<file path="src/sv/fscan_disk_request_scheduler_assert.svh">
// assertion macros for the fscan scheduler
// FSCAN_ASSERT checks a property on every clock edge outside reset
// FSCAN_ASSERT_NEVER checks that a condition never holds
`ifndef FSCAN_DISK_REQUEST_SCHEDULER_ASSERT_SVH
`define FSCAN_DISK_REQUEST_SCHEDULER_ASSERT_SVH
`ifndef ASSERT_OFF
`define FSCAN_ASSERT(label, clk, rst_n, prop) \
  label: assert property (@(posedge clk) disable iff (!rst_n) (prop)) \
    else $error("fscan assertion failed");
`define FSCAN_ASSERT_NEVER(label, clk, rst_n, cond) \
  `FSCAN_ASSERT(label, clk, rst_n, !(cond))
`else
`define FSCAN_ASSERT(label, clk, rst_n, prop)
`define FSCAN_ASSERT_NEVER(label, clk, rst_n, cond)
`endif
`endif

</file>
<file path="src/sv/fscan_pkg.sv">
// ----------------------------------------------------------------------------
// fscan_pkg
// shared types, codes and default sizes of the fscan request scheduler
// ----------------------------------------------------------------------------
package fscan_pkg;

  // default sizes
  localparam int unsigned QueueDepthDef = 16;
  localparam int unsigned TrackBitsDef  = 12;
  localparam int unsigned IdBitsDef     = 8;

  // operation codes
  localparam logic OpAdd      = 1'b0;
  localparam logic OpDispatch = 1'b1;

  // result status codes
  typedef enum logic [1:0] {
    ST_OK    = 2'd0,
    ST_EMPTY = 2'd1,
    ST_FULL  = 2'd2
  } status_e;

  // compare unit decisions for one scanned entry
  typedef struct packed {
    logic take_best;
    logic take_fb;
  } cmp_res_t;

endpackage

</file>
<file path="src/sv/fscan_ram.sv">
// ----------------------------------------------------------------------------
// fscan_ram
// generic single write port memory with one registered read port
// ----------------------------------------------------------------------------
module fscan_ram #(
  parameter int unsigned WIDTH = fscan_pkg::TrackBitsDef + fscan_pkg::IdBitsDef,
  parameter int unsigned DEPTH = fscan_pkg::QueueDepthDef,
  localparam int unsigned AddrW = $clog2(DEPTH)
) (
  input  logic             clk_i,
  input  logic             we_i,
  input  logic [AddrW-1:0] waddr_i,
  input  logic [WIDTH-1:0] wdata_i,
  input  logic [AddrW-1:0] raddr_i,
  output logic [WIDTH-1:0] rdata_o
);

  logic [WIDTH-1:0] mem_q [DEPTH];
  logic [WIDTH-1:0] rdata_q;

  // write and registered read
  always_ff @(posedge clk_i) begin
    if (we_i) begin
      mem_q[waddr_i] <= wdata_i;
    end
    rdata_q <= mem_q[raddr_i];
  end

  assign rdata_o = rdata_q;

endmodule

</file>
<file path="src/sv/fscan_cmp.sv">
// ----------------------------------------------------------------------------
// fscan_cmp
// shared compare unit: judges one queue entry against the running picks
// ----------------------------------------------------------------------------
module fscan_cmp #(
  parameter int unsigned TRACK_BITS = fscan_pkg::TrackBitsDef
) (
  input  logic                  sweep_up_i,
  input  logic [TRACK_BITS-1:0] track_i,
  input  logic [TRACK_BITS-1:0] head_i,
  input  logic [TRACK_BITS-1:0] best_i,
  input  logic [TRACK_BITS-1:0] fb_i,
  input  logic                  found_i,
  input  logic                  first_i,
  output fscan_pkg::cmp_res_t   res_o
);
  import fscan_pkg::*;

  logic [TRACK_BITS-1:0] key;
  logic [TRACK_BITS-1:0] head_key;
  logic [TRACK_BITS-1:0] best_key;
  logic [TRACK_BITS-1:0] fb_key;

  // down sweep mirrors the up sweep on inverted tracks
  always_comb begin
    key      = sweep_up_i ? track_i : ~track_i;
    head_key = sweep_up_i ? head_i  : ~head_i;
    best_key = sweep_up_i ? best_i  : ~best_i;
    fb_key   = sweep_up_i ? fb_i    : ~fb_i;
  end

  // strict compares keep the oldest entry on ties
  always_comb begin
    res_o.take_best = (key >= head_key) && (!found_i || (key < best_key));
    res_o.take_fb   = first_i || (key > fb_key);
  end

endmodule

</file>
<file path="src/sv/fscan_disk_request_scheduler.sv">
// ----------------------------------------------------------------------------
// fscan_disk_request_scheduler
// fscan disk request scheduler with two request queues and a sweep direction
// ----------------------------------------------------------------------------
// Usage: an input beat on in_valid_i/in_ready_o either adds a request
// (operation 0) to the ready or secondary queue, or dispatches one request
// (operation 1) for the given head track. Every input beat produces exactly
// one result beat on out_valid_o/out_ready_i with the grant, pending flag and
// status. The block takes one item at a time; in_ready_o is high only while
// the sequencer is idle.
// Sequence: an add, or a dispatch with both queues empty, goes straight from
// IDLE to FINISH, which loads the result register and raises out_valid_o.
// A dispatch with ready requests scans the queue through the compare unit
// (SCAN), closes the gap behind the granted entry by moving each later entry
// down by one (SHIFT) and loads the result (FINISH). Entries pass one at a
// time through the single read port of the queue memory.
// Reset empties both queues and sets the sweep direction to up; no clearing
// pass is run. A stalled receiver holds the result register; the next item
// is still accepted, but its result waits until the register drains.
// ----------------------------------------------------------------------------
module fscan_disk_request_scheduler #(
  parameter int unsigned QUEUE_DEPTH = fscan_pkg::QueueDepthDef,
  parameter int unsigned TRACK_BITS  = fscan_pkg::TrackBitsDef,
  parameter int unsigned ID_BITS     = fscan_pkg::IdBitsDef
) (
  input  logic                  clk_i,
  input  logic                  rst_ni,
  input  logic                  in_valid_i,
  output logic                  in_ready_o,
  input  logic                  operation_i,
  input  logic                  to_secondary_i,
  input  logic [ID_BITS-1:0]    request_id_i,
  input  logic [TRACK_BITS-1:0] track_i,
  input  logic [TRACK_BITS-1:0] head_track_i,
  output logic                  out_valid_o,
  input  logic                  out_ready_i,
  output logic                  granted_o,
  output logic [ID_BITS-1:0]    granted_id_o,
  output logic [TRACK_BITS-1:0] granted_track_o,
  output logic                  pending_o,
  output logic [1:0]            status_o
);
  import fscan_pkg::*;

`include "fscan_disk_request_scheduler_assert.svh"

  localparam int unsigned IdxW = $clog2(QUEUE_DEPTH);
  localparam int unsigned CntW = $clog2(QUEUE_DEPTH + 1);
  localparam int unsigned EntW = ID_BITS + TRACK_BITS;

  typedef enum logic [1:0] {
    IDLE,
    SCAN,
    SHIFT,
    FINISH
  } state_e;

  state_e                state_q;
  logic                  rsel_q;
  logic [CntW-1:0]       rcnt_q;
  logic [CntW-1:0]       wcnt_q;
  logic                  sweep_up_q;
  logic [TRACK_BITS-1:0] head_q;
  logic [CntW-1:0]       ridx_q;
  logic [IdxW-1:0]       pidx_q;
  logic                  pvld_q;
  logic                  found_q;
  logic                  first_q;
  logic [IdxW-1:0]       best_idx_q;
  logic [EntW-1:0]       best_ent_q;
  logic [IdxW-1:0]       fb_idx_q;
  logic [EntW-1:0]       fb_ent_q;
  logic                  res_granted_q;
  logic [EntW-1:0]       res_ent_q;
  status_e               res_status_q;
  logic                  out_valid_q;
  logic                  out_granted_q;
  logic [EntW-1:0]       out_ent_q;
  status_e               out_status_q;
  logic                  out_pending_q;

  logic                  ram_we;
  logic                  ram_wbank;
  logic [IdxW-1:0]       ram_waddr;
  logic [EntW-1:0]       ram_wdata;
  logic [IdxW-1:0]       ram_raddr;
  logic [EntW-1:0]       rdata0;
  logic [EntW-1:0]       rdata1;
  logic [EntW-1:0]       rdata;
  logic [CntW-1:0]       add_cnt;
  logic [CntW-1:0]       eff_rcnt;
  logic [IdxW-1:0]       pick_idx;
  logic                  accept;
  cmp_res_t              cmp_res;

  assign in_ready_o = (state_q == IDLE);
  assign accept     = in_valid_i && in_ready_o;
  assign add_cnt    = to_secondary_i ? wcnt_q : rcnt_q;
  assign eff_rcnt   = (rcnt_q == '0) ? wcnt_q : rcnt_q;
  assign rdata      = rsel_q ? rdata1 : rdata0;
  assign pick_idx   = found_q ? best_idx_q : fb_idx_q;

  // queue memory port control
  always_comb begin
    ram_we    = 1'b0;
    ram_wbank = rsel_q;
    ram_waddr = '0;
    ram_wdata = '0;
    ram_raddr = ridx_q[IdxW-1:0];
    if (accept && (operation_i == OpAdd)) begin
      ram_wbank = to_secondary_i ? ~rsel_q : rsel_q;
      ram_waddr = add_cnt[IdxW-1:0];
      ram_wdata = {request_id_i, track_i};
      ram_we    = (add_cnt < CntW'(QUEUE_DEPTH));
    end else if ((state_q == SHIFT) && pvld_q) begin
      ram_we    = 1'b1;
      ram_waddr = pidx_q - IdxW'(1);
      ram_wdata = rdata;
    end
  end

  // two banks; the roles of ready and secondary queue swap on a refill
  fscan_ram #(
    .WIDTH (EntW),
    .DEPTH (QUEUE_DEPTH)
  ) u_bank0 (
    .clk_i   (clk_i),
    .we_i    (ram_we && !ram_wbank),
    .waddr_i (ram_waddr),
    .wdata_i (ram_wdata),
    .raddr_i (ram_raddr),
    .rdata_o (rdata0)
  );

  fscan_ram #(
    .WIDTH (EntW),
    .DEPTH (QUEUE_DEPTH)
  ) u_bank1 (
    .clk_i   (clk_i),
    .we_i    (ram_we && ram_wbank),
    .waddr_i (ram_waddr),
    .wdata_i (ram_wdata),
    .raddr_i (ram_raddr),
    .rdata_o (rdata1)
  );

  // shared compare unit
  fscan_cmp #(
    .TRACK_BITS (TRACK_BITS)
  ) u_cmp (
    .sweep_up_i (sweep_up_q),
    .track_i    (rdata[TRACK_BITS-1:0]),
    .head_i     (head_q),
    .best_i     (best_ent_q[TRACK_BITS-1:0]),
    .fb_i       (fb_ent_q[TRACK_BITS-1:0]),
    .found_i    (found_q),
    .first_i    (first_q),
    .res_o      (cmp_res)
  );

  // sequencer, queue state and result register
  always_ff @(posedge clk_i or negedge rst_ni) begin
    if (!rst_ni) begin
      state_q       <= IDLE;
      rsel_q        <= 1'b0;
      rcnt_q        <= '0;
      wcnt_q        <= '0;
      sweep_up_q    <= 1'b1;
      head_q        <= '0;
      ridx_q        <= '0;
      pidx_q        <= '0;
      pvld_q        <= 1'b0;
      found_q       <= 1'b0;
      first_q       <= 1'b1;
      best_idx_q    <= '0;
      best_ent_q    <= '0;
      fb_idx_q      <= '0;
      fb_ent_q      <= '0;
      res_granted_q <= 1'b0;
      res_ent_q     <= '0;
      res_status_q  <= ST_OK;
      out_valid_q   <= 1'b0;
      out_granted_q <= 1'b0;
      out_ent_q     <= '0;
      out_status_q  <= ST_OK;
      out_pending_q <= 1'b0;
    end else begin
      // result beat taken and no new result loaded behind it
      if (out_valid_q && out_ready_i && (state_q != FINISH)) begin
        out_valid_q <= 1'b0;
      end

      unique case (state_q)
        IDLE: begin
          if (accept) begin
            res_granted_q <= 1'b0;
            res_ent_q     <= '0;
            res_status_q  <= ST_OK;
            ridx_q        <= '0;
            pvld_q        <= 1'b0;
            found_q       <= 1'b0;
            first_q       <= 1'b1;
            head_q        <= head_track_i;
            if (operation_i == OpAdd) begin
              state_q <= FINISH;
              if (add_cnt >= CntW'(QUEUE_DEPTH)) begin
                res_status_q <= ST_FULL;
              end else if (to_secondary_i) begin
                wcnt_q <= wcnt_q + CntW'(1);
              end else begin
                rcnt_q <= rcnt_q + CntW'(1);
              end
            end else begin
              // refill from the secondary queue by swapping banks
              if (rcnt_q == '0) begin
                rsel_q     <= ~rsel_q;
                rcnt_q     <= wcnt_q;
                wcnt_q     <= '0;
                sweep_up_q <= 1'b1;
              end
              if (eff_rcnt == '0) begin
                res_status_q <= ST_EMPTY;
                state_q      <= FINISH;
              end else begin
                state_q <= SCAN;
              end
            end
          end
        end

        SCAN: begin
          // issue the next read
          if (ridx_q < rcnt_q) begin
            ridx_q <= ridx_q + CntW'(1);
            pidx_q <= ridx_q[IdxW-1:0];
            pvld_q <= 1'b1;
          end else begin
            pvld_q <= 1'b0;
          end
          // judge the entry read last cycle
          if (pvld_q) begin
            if (cmp_res.take_best) begin
              found_q    <= 1'b1;
              best_idx_q <= pidx_q;
              best_ent_q <= rdata;
            end
            if (cmp_res.take_fb) begin
              first_q  <= 1'b0;
              fb_idx_q <= pidx_q;
              fb_ent_q <= rdata;
            end
          end else if (ridx_q == rcnt_q) begin
            // scan done: grant, reverse when nothing lies ahead
            res_granted_q <= 1'b1;
            res_status_q  <= ST_OK;
            res_ent_q     <= found_q ? best_ent_q : fb_ent_q;
            if (!found_q) begin
              sweep_up_q <= ~sweep_up_q;
            end
            ridx_q  <= CntW'(pick_idx) + CntW'(1);
            state_q <= SHIFT;
          end
        end

        SHIFT: begin
          // move each later entry down by one
          if (ridx_q < rcnt_q) begin
            ridx_q <= ridx_q + CntW'(1);
            pidx_q <= ridx_q[IdxW-1:0];
            pvld_q <= 1'b1;
          end else begin
            pvld_q <= 1'b0;
          end
          if (!pvld_q && (ridx_q >= rcnt_q)) begin
            rcnt_q  <= rcnt_q - CntW'(1);
            state_q <= FINISH;
          end
        end

        FINISH: begin
          if (!out_valid_q || out_ready_i) begin
            out_valid_q   <= 1'b1;
            out_granted_q <= res_granted_q;
            out_ent_q     <= res_ent_q;
            out_status_q  <= res_status_q;
            out_pending_q <= (rcnt_q != '0) || (wcnt_q != '0);
            state_q       <= IDLE;
          end
        end

        default: begin
          state_q <= IDLE;
        end
      endcase
    end
  end

  // result ports
  assign out_valid_o     = out_valid_q;
  assign granted_o       = out_granted_q;
  assign granted_id_o    = out_ent_q[EntW-1:TRACK_BITS];
  assign granted_track_o = out_ent_q[TRACK_BITS-1:0];
  assign pending_o       = out_pending_q;
  assign status_o        = out_status_q;

  // checks
  `FSCAN_ASSERT(a_rcnt_bound, clk_i, rst_ni, rcnt_q <= CntW'(QUEUE_DEPTH))
  `FSCAN_ASSERT(a_wcnt_bound, clk_i, rst_ni, wcnt_q <= CntW'(QUEUE_DEPTH))
  `FSCAN_ASSERT(a_grant_ok, clk_i, rst_ni, out_valid_q && out_granted_q |-> out_status_q == ST_OK)
  `FSCAN_ASSERT_NEVER(a_empty_pending, clk_i, rst_ni, (out_status_q == ST_EMPTY) && out_pending_q)
  `FSCAN_ASSERT(a_scan_nonempty, clk_i, rst_ni, (state_q == SCAN) |-> (rcnt_q != '0))

endmodule
</file>
<file path="config.mk">
export PLATFORM = sky130hd
export DESIGN_NAME = fscan_disk_request_scheduler
export DESIGN_NICKNAME = d
export VERILOG_FILES = /design/src/sv/fscan_pkg.sv /design/src/sv/fscan_ram.sv /design/src/sv/fscan_cmp.sv /design/src/sv/fscan_disk_request_scheduler.sv
export VERILOG_INCLUDE_DIRS = /design/src /design/src/sv
export SDC_FILE = /design/constraint.sdc
export NUM_CORES = 1
export LEC_CHECK = 0
export BUFFER_PORTS_ARGS = -buffer_cell sky130_fd_sc_hd__buf_2
export CORE_MARGIN = 1.5
export CORE_UTILIZATION = 25
export DETAILED_ROUTE_END_ITERATION = 6
export PLACE_DENSITY_LB_ADDON = 0.05
export SLEW_MARGIN = 20
export SYNTH_ARGS = -nofsm -noshare
export SYNTH_HDL_FRONTEND = slang
export SYNTH_SLANG_ARGS = --single-unit
export TNS_END_PERCENT = 5
</file>
<file path="constraint.sdc">
create_clock -name clk_i -period 4.8 [get_ports clk_i]
set_input_delay 0.24 -clock clk_i [delete_from_list [all_inputs] [get_ports clk_i]]
set_output_delay 0.24 -clock clk_i [all_outputs]
set_load 0.05 [all_outputs]
</file>
### Word level (Yosys, flattened, before mapping)

Memory sizes are Yosys's and may differ from the RTL's. A register that Yosys moved wholly into a read port is not among the register bits.
Cells that the tools add are included.

* add/subtract/negate cells: 6
* multipliers: 0
* divide/modulo/power cells: 0
* $lt $le $gt $ge: 7
* equality and inequality tests: 20
* shifts and indexed selects: 0
* muxes and demuxes: 78
* bitwise logic cells: 7
* reduce and logical (&&, ||, !) cells: 43

Operator list (number)
* $mux W20: 7
* $mux W5: 15
* $mux W12: 4
* $not A12 Y12: 4
* $pmux W20 S2: 1
* $mux W1: 27
* $mux W2: 12
* $ne A2 B2 Y1 const B: 9
* $reduce_and A4 Y1: 4
* $add A5 B1 Y5 const B: 3
* $pmux W5 S3: 1
* $reduce_and A5 Y1: 3
* $ge A12 B12 Y1: 1
* $gt A12 B12 Y1: 1
* $lt A12 B12 Y1: 1
* $mux W4: 3
* $logic_not A5 Y1: 2
* $ne A2 B1 Y1 const B: 5
* $pmux W1 S2: 5
* $pmux W5 S2: 1
* $reduce_and A2 Y1: 5
* $reduce_bool A5 Y1: 2
* $logic_and A1 B1 Y1: 9
* $pmux W2 S4: 1
* 21 further kinds: 35

* register bits: 134
* bits in latches: 0
* bits in writable memories: 640
* memory bits (read-only): 0
* input port bits: 38
* logic and storage cells: 186
* memories kept: 2

Memory list
* u_bank0.mem_q: depth 16, bits a word 20, read ports 1, clocked after memory_dff 1, write ports 1, line fscan_ram.sv:18 `logic [WIDTH-1:0] mem_q [DEPTH];`
* u_bank1.mem_q: depth 16, bits a word 20, read ports 1, clocked after memory_dff 1, write ports 1, line fscan_ram.sv:18

### Longest topological paths before layout

* word-level depth: 9
* gate-level depth with buffers: 13
* mapped depth without buffers: 9

### Hierarchy

From an unflattened synthesis, not the netlist that was laid out.

* cells, all modules: 1887
* area, all modules: 33101.7 µm²

By module, submodules not included
* fscan_ram: times used 2, cells an instance 533, area an instance 12530.8 µm², sequential area each 10009.6 µm²
* fscan_disk_request_scheduler: times used 1, cells an instance 660, area an instance 6696.4 µm², sequential area each 3355.7 µm²
* fscan_cmp: times used 1, cells an instance 161, area an instance 1343.8 µm², sequential area each 0.0 µm²

### Worst setup path before layout

OpenSTA, ideal clock, no wires.

* path type: reg2reg
* from: register sweep_up_q
* to: register fb_ent_q[0]
* data arrival time: 3.655 ns
* path slack: 1.020 ns
* cell stages (with the launch flop): 13
* path buffers: 4
* clock period less this slack: 3.780 ns
* cell sequence: dfstp_2 clkbuf_1 inv_1 clkbuf_1 clkbuf_1 xnor2_1 ha_1 nand3_1 or4_1 o21bai_1 a311oi_4 buf_6 mux2_4

* word-level cells in the longest chain between the ends: 4
* elaborated cells on any way between the ends: 5

Ends and longest elaborated chain
* from (decl): line fscan_disk_request_scheduler.sv:62 `logic sweep_up_q;`
* from (signal assigned): line fscan_disk_request_scheduler.sv:258 `sweep_up_q <= ~sweep_up_q;`
* $mux W12, on equally long branches: line fscan_cmp.sv:26, fscan_cmp.sv:29
* $gt A12 B12 Y1 *: line fscan_cmp.sv:35 `res_o.take_fb = first_i || (key > fb_key);`
* $logic_or A1 B1 Y1 *: line fscan_cmp.sv:35
* $reduce_and A3 Y1 (no line) *
* to (signal assigned): line fscan_disk_request_scheduler.sv:250 `fb_ent_q <= rdata;`
* to (decl): line fscan_disk_request_scheduler.sv:72 `logic [EntW-1:0] fb_ent_q;`

Mark *: on every way between the ends. The rest lies on a longest branch, timed or not.
A chain may end at the register's enable or synchronous reset.

### Worst setup path in the final report

* from: register rsel_q
* to: register fb_ent_q[16]

* word-level cells in the longest chain between the ends: 6

Ends and longest elaborated chain
* from (decl): line fscan_disk_request_scheduler.sv:59 `logic rsel_q;`
* from (signal assigned): line fscan_disk_request_scheduler.sv:216 `rsel_q <= ~rsel_q;`
* $mux W20 *: line fscan_disk_request_scheduler.sv:100 `assign rdata = rsel_q ? rdata1 : rdata0;`
* $not A12 Y12: line fscan_cmp.sv:26 `key = sweep_up_i ? track_i : ~track_i;`
* $mux W12: line fscan_cmp.sv:26
* $gt A12 B12 Y1: line fscan_cmp.sv:35
* $logic_or A1 B1 Y1: line fscan_cmp.sv:35
* $reduce_and A3 Y1 (no line)

Marks and branches as above.

==> out/results.txt <==
Cts repair resizes = 0
Clock transition at path regs = 0.06 ns
Yosys cell types = 64
Main combinational cell family by area after synthesis = multiplexers
RSZ-0062 raised after global routing = false
Count leader, synth = edfxtp_1
DP Cell Count = 3580
Layout area overhead = 19.5%
Drt via density = 4.45
Yosys reg bits = 814
Number of synthesis warnings = 0
CTS tree = built
Total nets after synthesis = 1846
Status = completed
Setup_tns = 0 ns
TritonCTS buffer count = 97
Slew HR = 0.460
CTS max path bufs = 3
Crit path kind = reg2reg
Multi-input gate area = 9670 um2
Critical Path Source Type = register
Compound-Gate Fraction of Synth Area = 0.0293
WP data arrival = 4.53 ns
Hold crit path type = in2async
Routed WL per cell = 25.5 um
Adder-Cell Fraction of Synth Area = 0.0181
Ports = 64
Crit. End Element = register
Drt pass-1 iters = 4
Total GRT Usage = 0.144
Largest net degree at the start of global routing = 110
Worst skew pair latency = 0.71 ns
Maxcap violations = 0
Fin Clk Skew = 0.0441 ns
Synth top cells by count = edfxtp_1, mux4_2, dfrtp_1
Power Dens Cells = 621 nW/um2
FP Rows = 133
Synthesized area = 33200 um2
Die W = 368 um
Highest ir drop seen on vdd = 0.000328 V
EDFF count, synth = 640
Worst-path fanout max = 20
Ys flop type = edfxtp_1
Final Setup Violations = 0
Vias after detailed routing = 16837
GP Congestion = 0.759
CTS sink count = 814
Final cell count without fillers = 3781
Final Cycle Share = 0.829
Gr ovfl total = 0
Core Footprint = 132000 um2
Port Buffer Count = 63
Final WL = 96400 um
Die area = 135000 um2
Ordered cell list for the critical path = buf_4 > mux2i_1 > xnor2_1 > ha_1 > nand3_1 > or4_1 > o21bai_1 > a311oi_4 > buf_4 > mux2_2
Multiplexer area fraction after synthesis = 0.190
Req. time, crit path = 5.35 ns
Slew Limit Fails = 0
Xor and xnor fraction of the mapped netlist area = 0.0142
Mapped Avg Cell Area = 18.9 um2
Asr flop ratio synth = 0.165
Initial Util = 0.252
Final ANT Viol Nets = 0
Final hold vios = 0
Root Buffer = clkbuf_16
Fill cell count = 12891
Worst Tran Pin Value = 0.810 ns
First-pass GRT wire length = 139000 um
Crit path max-delay cell type = dfrtp_2
Crit-path most repeated cell = buf_4
Max incr delay on CP = 0.70 ns
Post-Synth Simple-Gate Area = 0.0314
Post-CTS setup buffers = 0
Post-route minimum period = 3.98 ns
Share of post-route cells with drive strength above 1 = 0.330
Nets = 2026
Leakage = 0.0135 uW
Die Y = 368 um
Vias in the first global route = 18241
Antenna violations before repair = 2
Area leader, netlist = edfxtp_1
Top cells by area, synth = edfxtp_1, mux4_2, dfrtp_1
Register Area = 23400 um2
Synth Instances = 1760
Share of the synthesized area in the top cell type = 0.579
Hpwl dp = 59800 um
Post-route DRC = 0
Post-synthesis sequential area ratio = 0.704
Fmax = 0.251 GHz
Drt first-iter violations = 900
H-tree depth = 3
Hold Buf Count CTS = 16
-- final timing paths --
| path | cells after the start | slack (ns) | to | start |
|---|---|---|---|---|
| max in group asynchronous | 3 | 3.63 | best_ent_q[4] | rst_ni |
| max reg2reg | 10 | 0.82 | fb_ent_q[16] | rsel_q |
| min in group clk_i | 3 | 0.08 | u_bank1.mem_q[11][1] | track_i[1] |
| min reg2reg | 2 | 0.48 | res_ent_q[8] | res_ent_q[8] |
| min | 2 | 0.08 | ridx_q[4] | rst_ni |
| max | 10 | 0.82 | fb_ent_q[16] | rsel_q |
-- kinds of logic (layout without fill, tap and decap cells) --
kind of cell / Yosys count / count (layout)
simple gates: 233 / 233
flops: 814 / 814
mux: 357 / 357
other cells: 0 / 6
buf+inv: 109 / 369
fa+ha+maj: 48 / 48
xor+xnor: 54 / 54
compound gates: 145 / 145
-- cell usage in the layout, fill, tap and decap left out, types with 42 or more instances in the layout --
master,n
mux4_2,200
edfxtp_1,640
ha_1,48
buf_4,84
dfrtp_1,128
mux2_2,93
nand2_1,96
clkbuf_16,97
buf_2,62
mux2i_1,42
o21ai_0,45
-- power by group --
| group | total, uW | switching [uW] | internal [uW] |
|---|---|---|---|
| registers | 9760 | 721 | 9040 |
| logic | 7720 | 4540 | 3180 |
| clock network | 7170 | 3010 | 4150 |
-- through the flow --
| stage | total power, uW | util | worst slack, ns | hold slack (ns) | area [um2] |
|---|---|---|---|---|---|
| 5_1_grt | 26200 | 0.301 | 0.519 | 0.0532 | 39700 |
| 2_1_floorplan | 14700 | - | 1.02 | -0.0556 | 33200 |
| 3_5_place_dp | 17800 | 0.277 | 0.752 | 0.227 | 36400 |
| 3_3_place_gp | 17800 | 0.276 | 0.867 | 0.226 | 36400 |
| 6_report | 24600 | 0.302 | 0.820 | 0.0788 | 39700 |
| 4_1_cts | 25200 | 0.301 | 0.739 | 0.00949 | 39700 |
-- state kept, by name, indices dropped and copies added, names as in the netlist, 2 cells and up --
register	cells
fb_idx_q	4
best_ent_q	20
u_bank1.rdata_o	20
wcnt_q	5
out_ent_q	20
state_q	2
res_status_q	2
best_idx_q	4
u_bank1.mem_q	320
res_ent_q	20
head_q	12
ridx_q	5
u_bank0.rdata_o	20
rcnt_q	5
status_o	2
pidx_q	4
fb_ent_q	20
u_bank0.mem_q	320
-- area by class of cell --
cell class | instances | area share
Sequential cell | 814 | 0.589
Multi-Input combinational cell | 837 | 0.244
Clock buffer | 123 | 0.0641
Tap cell | 1755 | 0.0553
Timing Repair Buffer | 169 | 0.0309
Clock inverter | 56 | 0.0143
Inverter | 21 | 0.00202
Antenna cell | 6 | 0.000378
-- critical path: cells and delay by family, from the launching register on --
kind | cells | cell delay (ns)
mux | 2 | 0.78
flops | 1 | 0.70
buf+inv | 2 | 0.63
simple gates | 2 | 0.62
compound gates | 2 | 0.50
fa+ha+maj | 1 | 0.35
xor+xnor | 1 | 0.24
-- layer usage --
layer | routed length, um | track usage
met1 | 44300 | 0.195
met2 | 46400 | 0.237
met3 | 3220 | 0.0274
met4 | 2420 | 0.0402
met5 | 0 | 0
Power figures use the tool's default switching activity.
